[config.mk]
export PLATFORM = sky130hd
export DESIGN_NAME = serial_command_frame_parser_core_flat
export DESIGN_NICKNAME = d
export VERILOG_FILES = /design/src/hdl/scfp_pkg.sv /design/src/hdl/scfp_stream_if.sv /design/src/hdl/scfp_cell.sv /design/src/hdl/serial_command_frame_parser_core.sv /design/src/flat_wrapper.sv
export SDC_FILE = /design/constraint.sdc
export NUM_CORES = 1
export LEC_CHECK = 0
export ABC_AREA = 1
export BUFFER_PORTS_ARGS = -buffer_cell sky130_fd_sc_hd__buf_4
export CORE_MARGIN = 2
export CORE_UTILIZATION = 40
export DETAILED_ROUTE_END_ITERATION = 8
export PLACE_DENSITY_LB_ADDON = 0.08
export SLEW_MARGIN = 20
export SYNTH_ARGS = -nofsm -noshare
export SYNTH_HDL_FRONTEND = slang
export SYNTH_SLANG_ARGS = --single-unit
[constraint.sdc]
create_clock -name i_clk -period 6.6 [get_ports i_clk]
set_clock_uncertainty 0.15 [all_clocks]
set_input_delay 1.32 -clock i_clk [delete_from_list [all_inputs] [get_ports i_clk]]
set_output_delay 1.32 -clock i_clk [all_outputs]
set_load 0.01 [all_outputs]
[src/hdl/scfp_pkg.sv]
// Shared types and constants for the serial command frame parser.
// No dependencies; scfp_cell and the core in hdl/ refer to this package by scoped names.
`default_nettype none

package scfp_pkg;

    localparam int STORE_DEPTH         = 15;
    localparam int IDX_W               = 4;
    localparam int MAX_FRAME_BYTES_DEF = 20;

    localparam logic [7:0] HEAD_FIRST  = 8'hFF;
    localparam logic [7:0] HEAD_SECOND = 8'hAA;

    typedef logic [IDX_W-1:0] t_idx;

    typedef enum logic [1:0] {
        ST_DATA  = 2'd0,
        ST_CHECK = 2'd1,
        ST_SIZE  = 2'd2
    } t_status;

    typedef enum logic [2:0] {
        S_IDLE,
        S_HDR2,
        S_SIZE,
        S_CMD,
        S_BODY,
        S_DRAIN
    } t_state;

    typedef struct packed {
        logic [7:0] rx_byte;
    } t_rx_item;

    typedef struct packed {
        t_status    status;
        logic [7:0] command_code;
        t_idx       payload_length;
        t_idx       byte_index;
        logic [7:0] payload_byte;
        logic       byte_valid;
        logic       last;
    } t_result;

    typedef struct packed {
        logic load;
        logic shift;
    } t_cell_ctl;

endpackage

`default_nettype wire

[src/hdl/scfp_stream_if.sv]
// Valid/ready stream interface with a typed payload.
// Payload types come from scfp_pkg.
`default_nettype none

interface scfp_stream_if #(
    parameter type t_payload = logic
) ();
    logic     valid;
    logic     ready;
    t_payload payload;

    modport source (output valid, output payload, input ready);
    modport sink   (input valid, input payload, output ready);
endinterface

`default_nettype wire

[src/hdl/scfp_cell.sv]
// One payload cell of the store chain: loads a received byte or takes its neighbor's byte.
// Depends on scfp_pkg for the control struct.
`default_nettype none

module scfp_cell (
    input  wire                  i_clk,
    input  wire scfp_pkg::t_cell_ctl i_ctl,
    input  wire  [7:0]           i_load_data,
    input  wire  [7:0]           i_shift_data,
    output logic [7:0]           o_data
);
    logic [7:0] r_data;
    logic [7:0] n_data;

    always_comb begin
        n_data = r_data;
        if (i_ctl.shift) begin
            n_data = i_shift_data;
        end else if (i_ctl.load) begin
            n_data = i_load_data;
        end
    end

    always_ff @(posedge i_clk) begin
        r_data <= n_data;
    end

    assign o_data = r_data;
endmodule

`default_nettype wire

[src/hdl/serial_command_frame_parser_core.sv]
// Top level of the serial command frame parser: header sequencer, cell chain, result register.
// Depends on scfp_pkg, scfp_stream_if and scfp_cell.
`default_nettype none

//  channel  | modport | payload                                    | transaction
//  ---------+---------+--------------------------------------------+--------------------------
//  i_rx     | sink    | rx_byte                                    | one received byte
//  o_res    | source  | status, command_code, payload_length,      | one result item
//           |         | byte_index, payload_byte, byte_valid, last |
//
// The check byte of a good frame with N payload bytes starts a drain of the N bytes
// through the cell chain, one result per cycle while o_res keeps up; i_rx.ready stays
// low for the drain. Reset is synchronous and clears the sequencer and the result
// valid; the cells carry no reset. A stall on o_res holds the result register and the
// drain.

module serial_command_frame_parser_core #(
    parameter int MAX_FRAME_BYTES = scfp_pkg::MAX_FRAME_BYTES_DEF
) (
    input  wire            i_clk,
    input  wire            i_rst_n,
    scfp_stream_if.sink    i_rx,
    scfp_stream_if.source  o_res
);
    localparam int DEPTH = scfp_pkg::STORE_DEPTH;

    // Sequencer state
    scfp_pkg::t_state  r_state, n_state;
    logic [7:0]        r_size, n_size;
    logic [7:0]        r_cmd, n_cmd;
    scfp_pkg::t_idx    r_k, n_k;       // payload bytes stored so far
    scfp_pkg::t_idx    r_idx, n_idx;   // next result index during the drain

    // Result register
    logic              r_out_valid, n_out_valid;
    scfp_pkg::t_result r_res, n_res;

    logic              slot_free;
    logic              in_take;
    logic              load_en;
    logic              shift_en;
    logic [7:0]        rx_b;
    logic [4:0]        plen;
    logic              too_large;
    logic              check_ok;

    scfp_pkg::t_cell_ctl cell_ctl [DEPTH];
    logic [7:0]          cell_q   [DEPTH];

    assign rx_b      = i_rx.payload.rx_byte;
    assign slot_free = !r_out_valid || o_res.ready;
    assign i_rx.ready = (r_state != scfp_pkg::S_DRAIN) && slot_free;
    assign in_take   = i_rx.valid && i_rx.ready;

    // Payload bytes before the check byte; only meaningful once size is checked.
    assign plen      = 5'(r_size - 8'd1);
    assign too_large = ((9'(r_size) + 9'd4) > 9'(MAX_FRAME_BYTES))
                    || (r_size > 8'(DEPTH + 1));
    assign check_ok  = ({1'b0, rx_b} == ({1'b0, r_cmd} + 9'd1));

    // Cell chain: cell i loads while it is the write slot; all cells step toward
    // cell 0 during the drain, and cell 0 feeds the result register.
    for (genvar i = 0; i < DEPTH; i++) begin : g_cell
        logic [7:0] shift_in;

        if (i == DEPTH - 1) begin : g_tail
            assign shift_in = 8'd0;
        end else begin : g_body
            assign shift_in = cell_q[i+1];
        end

        assign cell_ctl[i].load  = load_en && (r_k == scfp_pkg::t_idx'(i));
        assign cell_ctl[i].shift = shift_en;

        scfp_cell u_cell (
            .i_clk        (i_clk),
            .i_ctl        (cell_ctl[i]),
            .i_load_data  (rx_b),
            .i_shift_data (shift_in),
            .o_data       (cell_q[i])
        );
    end

    always_comb begin
        n_state     = r_state;
        n_size      = r_size;
        n_cmd       = r_cmd;
        n_k         = r_k;
        n_idx       = r_idx;
        n_out_valid = r_out_valid && !o_res.ready;
        n_res       = r_res;
        load_en     = 1'b0;
        shift_en    = 1'b0;

        case (r_state)
            scfp_pkg::S_IDLE: begin
                if (in_take && rx_b == scfp_pkg::HEAD_FIRST) begin
                    n_state = scfp_pkg::S_HDR2;
                end
            end
            scfp_pkg::S_HDR2: begin
                // A wrong second byte drops the frame and is not a new start.
                if (in_take) begin
                    n_state = (rx_b == scfp_pkg::HEAD_SECOND) ? scfp_pkg::S_SIZE
                                                              : scfp_pkg::S_IDLE;
                end
            end
            scfp_pkg::S_SIZE: begin
                if (in_take) begin
                    n_size  = rx_b;
                    n_state = scfp_pkg::S_CMD;
                end
            end
            scfp_pkg::S_CMD: begin
                if (in_take) begin
                    n_k = '0;
                    if (r_size == 8'd0 || too_large) begin
                        // Size zero means the command is the check byte: always a mismatch.
                        n_out_valid = 1'b1;
                        n_res       = '0;
                        n_res.status       = (r_size == 8'd0) ? scfp_pkg::ST_CHECK
                                                              : scfp_pkg::ST_SIZE;
                        n_res.command_code = rx_b;
                        n_res.last         = 1'b1;
                        n_state = scfp_pkg::S_IDLE;
                        n_size  = '0;
                        n_cmd   = '0;
                    end else begin
                        n_cmd   = rx_b;
                        n_state = scfp_pkg::S_BODY;
                    end
                end
            end
            scfp_pkg::S_BODY: begin
                if (in_take) begin
                    if ({1'b0, r_k} >= plen) begin
                        n_out_valid = 1'b1;
                        n_res       = '0;
                        n_res.command_code = r_cmd;
                        if (!check_ok) begin
                            n_res.status = scfp_pkg::ST_CHECK;
                            n_res.last   = 1'b1;
                            n_state = scfp_pkg::S_IDLE;
                            n_size  = '0;
                            n_cmd   = '0;
                        end else if (plen == 5'd0) begin
                            // Empty good frame: one result with no byte.
                            n_res.status = scfp_pkg::ST_DATA;
                            n_res.last   = 1'b1;
                            n_state = scfp_pkg::S_IDLE;
                            n_size  = '0;
                            n_cmd   = '0;
                        end else begin
                            // Good frame with payload: hand over to the drain.
                            n_out_valid = r_out_valid && !o_res.ready;
                            n_res       = r_res;
                            n_idx       = '0;
                            n_state     = scfp_pkg::S_DRAIN;
                        end
                    end else begin
                        load_en = 1'b1;
                        n_k     = r_k + scfp_pkg::t_idx'(1);
                    end
                end
            end
            scfp_pkg::S_DRAIN: begin
                if (slot_free) begin
                    shift_en    = 1'b1;
                    n_out_valid = 1'b1;
                    n_res.status         = scfp_pkg::ST_DATA;
                    n_res.command_code   = r_cmd;
                    n_res.payload_length = plen[scfp_pkg::IDX_W-1:0];
                    n_res.byte_index     = r_idx;
                    n_res.payload_byte   = cell_q[0];
                    n_res.byte_valid     = 1'b1;
                    n_res.last           = ({1'b0, r_idx} == (plen - 5'd1));
                    if ({1'b0, r_idx} == (plen - 5'd1)) begin
                        n_state = scfp_pkg::S_IDLE;
                        n_size  = '0;
                        n_cmd   = '0;
                    end else begin
                        n_idx = r_idx + scfp_pkg::t_idx'(1);
                    end
                end
            end
            default: begin
                n_state = scfp_pkg::S_IDLE;
            end
        endcase
    end

    always_ff @(posedge i_clk) begin
        if (!i_rst_n) begin
            r_state     <= scfp_pkg::S_IDLE;
            r_size      <= '0;
            r_cmd       <= '0;
            r_k         <= '0;
            r_idx       <= '0;
            r_out_valid <= 1'b0;
        end else begin
            r_state     <= n_state;
            r_size      <= n_size;
            r_cmd       <= n_cmd;
            r_k         <= n_k;
            r_idx       <= n_idx;
            r_out_valid <= n_out_valid;
        end
    end

    // Hold the result payload without reset; valid qualifies it.
    always_ff @(posedge i_clk) begin
        r_res <= n_res;
    end

    assign o_res.valid   = r_out_valid;
    assign o_res.payload = r_res;
endmodule

`default_nettype wire

[src/flat_wrapper.sv]
// flat-port wrapper written by rule: the top's interface ports become plain ports
module serial_command_frame_parser_core_flat 
#(
    parameter int MAX_FRAME_BYTES = scfp_pkg::MAX_FRAME_BYTES_DEF
)
  (i_clk, i_rst_n, i_rx_valid, i_rx_payload, i_rx_ready, o_res_valid, o_res_payload, o_res_ready);
  scfp_stream_if #(.t_payload(scfp_pkg::t_rx_item)) i_rx_i ();
  scfp_stream_if #(.t_payload(scfp_pkg::t_result)) o_res_i ();
  input  wire i_clk;
  input  wire i_rst_n;
  input wire logic [$bits(i_rx_i.valid)-1:0] i_rx_valid;
  input wire logic [$bits(i_rx_i.payload)-1:0] i_rx_payload;
  output wire logic [$bits(i_rx_i.ready)-1:0] i_rx_ready;
  output wire logic [$bits(o_res_i.valid)-1:0] o_res_valid;
  output wire logic [$bits(o_res_i.payload)-1:0] o_res_payload;
  input wire logic [$bits(o_res_i.ready)-1:0] o_res_ready;
  assign i_rx_i.valid = i_rx_valid;
  assign i_rx_i.payload = i_rx_payload;
  assign i_rx_ready = i_rx_i.ready;
  assign o_res_valid = o_res_i.valid;
  assign o_res_payload = o_res_i.payload;
  assign o_res_i.ready = o_res_ready;
  serial_command_frame_parser_core #(.MAX_FRAME_BYTES(MAX_FRAME_BYTES)) u_core (.i_clk(i_clk), .i_rst_n(i_rst_n), .i_rx(i_rx_i), .o_res(o_res_i));
endmodule
## Word-level counts from Yosys, hierarchy flattened

Cells that the tools add are included.

| cells by class | value |
|---|---|
| add/subtract/negate cells | 6 |
| mux-type cells | 91 |
| order comparisons | 3 |
| equality and inequality tests | 38 |
| reduce and logical (&&, ||, !) cells | 52 |

Operator list:

| cell | number |
|---|---|
| two-way mux 8 bit | 39 |
| two-way mux 28 bit | 5 |
| one-hot mux 28 bit (3 select lines) | 1 |
| two-way mux 25 bit | 2 |
| two-way mux 4 bit | 9 |
| two-way mux 3 bit | 11 |
| one-hot mux 8 bit (4 select lines) | 1 |
| nonzero test 2 bit | 16 |
| == test 4 bit (second input constant) | 7 |
| one-hot mux 8 bit (3 select lines) | 1 |
| AND reduction 7 bit | 3 |
| inequality test 2 x 1 -> 1 bit (second input constant) | 10 |
| logical AND 1 bit | 19 |
| one-hot mux 3 bit (6 select lines) | 1 |
| == test 4 x 3 -> 1 bit (second input constant) | 4 |
| == test 8 bit (second input constant) | 2 |
| one-hot mux 4 bit (2 select lines) | 2 |
| two-way mux 1 bit | 14 |
| subtractor 5 x 1 -> 5 bit (second input constant) | 2 |
| adder 8 x 1 -> 9 bit (second input constant) | 1 |
| adder 8 x 3 -> 9 bit (second input constant) | 1 |
| == test 8 x 9 -> 1 bit | 1 |
| > comparator 9 x 5 -> 1 bit (second input constant) | 1 |
| AND reduction 9 bit | 1 |
| other kinds (23) | 36 |

| word-level totals | value |
|---|---|
| logic and storage cells | 218 |
| input port bits | 12 |
| register bits | 176 |

## Logic depth before layout (Yosys ltp)

| depth | value |
|---|---|
| depth after elaboration | 9 |
| gate-level depth with buffers | 19 |

## Modules after synthesis

Synthesis repeated with hierarchy kept, for this count alone.

| unflattened totals | value |
|---|---|
| cell total of the unflattened synthesis | 1031 |
| area total of the unflattened synthesis | 8826.0 um^2 |

Modules (own cells, without submodules):

| module | area each (um^2) | instances | cells each |
|---|---|---|---|
| scfp_cell | 351.6 | 15 | 35 |
| serial_command_frame_parser_core | 3552.2 | 1 | 506 |

## Worst setup path before layout

Ideal clock, no wire load.

| timing path | value |
|---|---|
| path type | input port to flip-flop |
| start | input port o_res_ready |
| end | register u_core.r_res, in the netlist u_core.o_res.payload[0] (enable) |
| data arrival time | 4002 ps |
| library setup time | 448 ps |
| setup slack | 2000 ps |
| stages on the path | 8 |
| path buffers | 0 |
| required time | 6002 ps |
| cells stage by stage | inv_1 nand2_1 nand3_1 nand2_1 nand2_1 inv_1 nand2_2 nor3_1 |

| between the ends | value |
|---|---|
| word-level cells in the longest chain between the ends | 5 |
| elaborated cells between the ends (all ways) | 7 |

RTL lines:

| what | RTL line | source |
|---|---|---|
| start, declared | flat_wrapper.sv:16 | `input wire logic [$bits(o_res_i.ready)-1:0] o_res_ready;` |
| logical OR 1 bit (*) | serial_command_frame_parser_core.sv:51 | `assign slot_free = !r_out_valid \|\| o_res.ready;` |
| logical AND 1 bit | serial_command_frame_parser_core.sv:52 | `assign i_rx.ready = (r_state != scfp_pkg::S_DRAIN) && slot_free;` |
| logical AND 1 bit | serial_command_frame_parser_core.sv:53 | `assign in_take = i_rx.valid && i_rx.ready;` |
| inequality test 2 x 1 -> 1 bit (no source line) | n/a |  |
| AND reduction 7 bit (no source line) (*) | n/a |  |
| end signal, assigned | serial_command_frame_parser_core.sv:212 | `r_res <= n_res;` |
| end, declared | serial_command_frame_parser_core.sv:36 | `scfp_pkg::t_result r_res, n_res;` |

Every way passes the cells marked *; elsewhere a longest branch is shown, timed or not.
A chain may end at the register's enable or synchronous reset.

## Worst setup path in the final report

| timing path | value |
|---|---|
| start | input port o_res_ready |
| end | output port i_rx_ready |

| between the ends | value |
|---|---|
| word-level cells in the longest chain between the ends | 2 |

RTL lines:

| what | RTL line | source |
|---|---|---|
| logical OR 1 bit | serial_command_frame_parser_core.sv:51 |  |
| logical AND 1 bit | serial_command_frame_parser_core.sv:52 |  |
| end, declared | flat_wrapper.sv:13 | `output wire logic [$bits(i_rx_i.ready)-1:0] i_rx_ready;` |

Every way passes these cells.

==> results.yml <==
floorplan:
  die_y_um: 149
  start_util_pct: 40.5
  core_region_area_um2: 20900
  die_area_um2: 22300
  num_rows: 53
  fp.dieW_um: 149
  ioPinCount: 42
clocking:
  cts_buffers: 17
  cts_tree: "yes"
  cts_setup_buffers: 0
  cts_sinks: 176
  cts.path.max_buffers: 2
  clk_latency_ps: 430
  htree_levels: 4
  ctsHoldBuffers: 0
  clock_tree.root_cell: "clkbuf_16"
  clk_pin_slew_ps: 60
  cts_resized: 0
sta:
  setup_tns_ps: 0
  rsz0062_at_grt: "false"
  finalCritPeriodShare_pct: 54.7
  period_needed_ps: 3610
  relSlewSlack_pct: 40.3
  drv_slew: 0
  worst_pin_slew_ps: 890
  max_freq_ghz: 0.277
  fin_ws_ps: 2990
  setup_violations: 0
  hold_viol: 0
pwr:
  p_int_w: 0.00191
  power.switching_w: 0.000596
  power_frac_clock_pct: 43.5
  power.density_nw_per_um2: 260
  p_total_w: 0.00251
  cellLeakagePower_nw: 3.89
  ir_drop_mv: 0.162
  power_switching_share_pct: 23.8
  seq_power_share_pct: 48.5
  pwr-share-comb_pct: 7.9
route:
  firstDrtPassIters: 5
  top_layer_used: "met4"
  wirelength_mm: 18.8
  vias: 6295
  drc: 0
  post_drt_wl_per_cell_um: 15.1
  first_iter_violations: 401
  vias_per_cell: 5.06
  wl_met2_mm: 8.58
  met1_length_mm: 9.37
  wl_met3_um: 650
  ant_nets: 0
final_layout:
  stdcell_count: 1244
  regArea_um2: 4920
  layout.nets: 981
  drive_gt1_share_pct: 13.7
  fin_util_pct: 46.2
  fillers: 2013
  syn2layout_area_growth_pct: 14.2
  multi_input_area_um2: 3070
  antenna_cells: 0
synth:
  synth_top_area_cell: "edfxtp_1"
  synth_edf_count: 140
  synth_top_area_share_pct: 49.7
  syn_area_per_cell_um2: 9.07
  synthCells: 933
  synthArstFlopShare_pct: 0
  synthDistinctLibCells: 37
  ys_warn_count: 0
  dominantRegCellSynth: "edfxtp_1"
  ys_seq_elements: 176
  synth_nets: 958
  syn-cell-area_um2: 8460
  yosys-top-cells-area: "edfxtp_1 (50%), nand2_1 (12%), dfxtp_1 (8.5%)"
  ys_seq_area_share_pct: 58.2
run_status:
  outcome: "finished, final reports clean"
grt:
  groute.usage.overall_pct: 17.6
  grt_first_pass_wirelength_mm: 30.8
  globalRouteOverflowTotal: 0
  antenna_found_initial: 0
  grt_max_degree: 114
  first_global_vias: 5816
setup_path:
  worstPathArrival_ps: 2140
  max_stage_delay_ps: 260
  path_class: "in -> out"
  path_max_fanout: 44
  end_kind: "output port"
  path_cells: "buf_4, inv_1, nand2_4, nand2_1, inv_1, buf_4"
  cp-start-kind: "input port"
  crit_path_top_delay_cell: "nand2_4"
  required_ps: 5130
placed_design:
  io_buffers: 41
  pre_cts_ws_ps: 2190
  dp.cells: 1212
  routabilityCongestion: 0.819
  hpwl_mm: 12.3
job:
  drv_cap: 0
min_path:
  hold_class: "reg -> reg"
## critical path: cells and delay by family
kind          cells  cell delay (ps)
buf+inv           4              360
simple gates      2              430
## cells in the mapped netlist, types with 3 or more instances
cell	number
xnor2_1	4
inv_2	13
buf_2	19
nand4_1	9
nor3_1	7
inv_1	62
o211ai_1	3
nor2_1	92
dfxtp_1	36
buf_1	7
nand2_1	264
nor2_2	5
clkbuf_1	21
nand3_1	143
o31ai_1	11
a21oi_1	16
ha_1	13
o21ai_0	33
nand3_2	3
edfxtp_1	140
nor2_4	4
nand2_2	9
## stage by stage
step                cell area (um2)  hold slack [ps]
floorplan                      8460              305
global placement               9020              313
detailed placement             9020              326
CTS                            9650              338
global route                   9660              350
finish                         9660              339
## worst paths after layout
path | startpoint | to | slack, ps | depth (start not counted)
worst max-delay path | o_res_ready | i_rx_ready | 2990 | 6
worst min-delay path | u_core.r_size[6] | u_core.r_size[6] | 340 | 2
worst max register to register | u_core.r_size[0] | u_core.g_cell[6].u_cell.o_data[7] | 3190 | 12
worst min register to register | u_core.r_size[6] | u_core.r_size[6] | 340 | 2
## sequential cells by signal, summed over array words and instances, names as in the netlist
register,cells
u_core.r_state,3
u_core.r_k,4
u_core.r_cmd,8
u_core.g_cell.u_cell.o_data,120
u_core.r_idx,4
u_core.r_size,8
u_core.o_res.payload,28
u_core.o_res.valid,1
## logic make-up (layout without fill, tap and decap cells)
| group | after synthesis | in the layout | synth area share, % |
|---|---|---|---|
| and+or+nand+nor | 546 | 546 | 28.6 |
| DFF | 176 | 176 | 58.2 |
| buffers and inverters | 125 | 161 | 6.01 |
| AOI/OAI and AO/OA | 67 | 67 | 4.59 |
| adders and majority gates | 13 | 13 | 1.92 |
| xor gates and xnor gates | 6 | 6 | 0.621 |
## final cells by class
cell class	instances	share of cell area (%)
inverter	76	2.97
tap	275	3.56
multi-input combinational	632	31.8
timing repair buffer	53	4.16
sequential	176	51.0
clock buffer	18	4.44
clock inverter	14	2.09
## placed cells by master (no fill, tap or decap), types with 4 or more instances in the layout
cell / synthesis / routed
a21oi_1: 16 / 16
buf_4: 0 / 52
bufinv_16: 0 / 4
clkbuf_16: 0 / 17
dfxtp_1: 36 / 36
edfxtp_1: 140 / 140
ha_1: 13 / 13
inv_1: 62 / 62
inv_2: 13 / 12
nand2_1: 264 / 263
nand2_2: 9 / 9
nand3_1: 143 / 143
nand4_1: 9 / 9
nor2_1: 92 / 92
nor2_2: 5 / 5
nor2_4: 4 / 4
nor3_1: 7 / 6
o21ai_0: 33 / 32
o31ai_1: 11 / 5
o31ai_2: 0 / 6
xnor2_1: 4 / 4
## routing by layer
layer  track usage, %  up-vias
li1                 -     3167
met5                0        -
met2             27.6      123
met4             4.86        0
met1             25.2     2992
met3             3.26       13
## power by group through the flow
stage | clock network [W] | registers, W | logic (W)
floorplan | 0 | 0.00124 | 0.000149
global placement | 0 | 0.00124 | 0.000201
detailed placement | 0 | 0.00124 | 0.000200
CTS | 0.00112 | 0.00122 | 0.000201
global route | 0.00116 | 0.00122 | 0.000229
finish | 0.00109 | 0.00122 | 0.000199
Note: power is estimated with default switching activity, not from simulation.
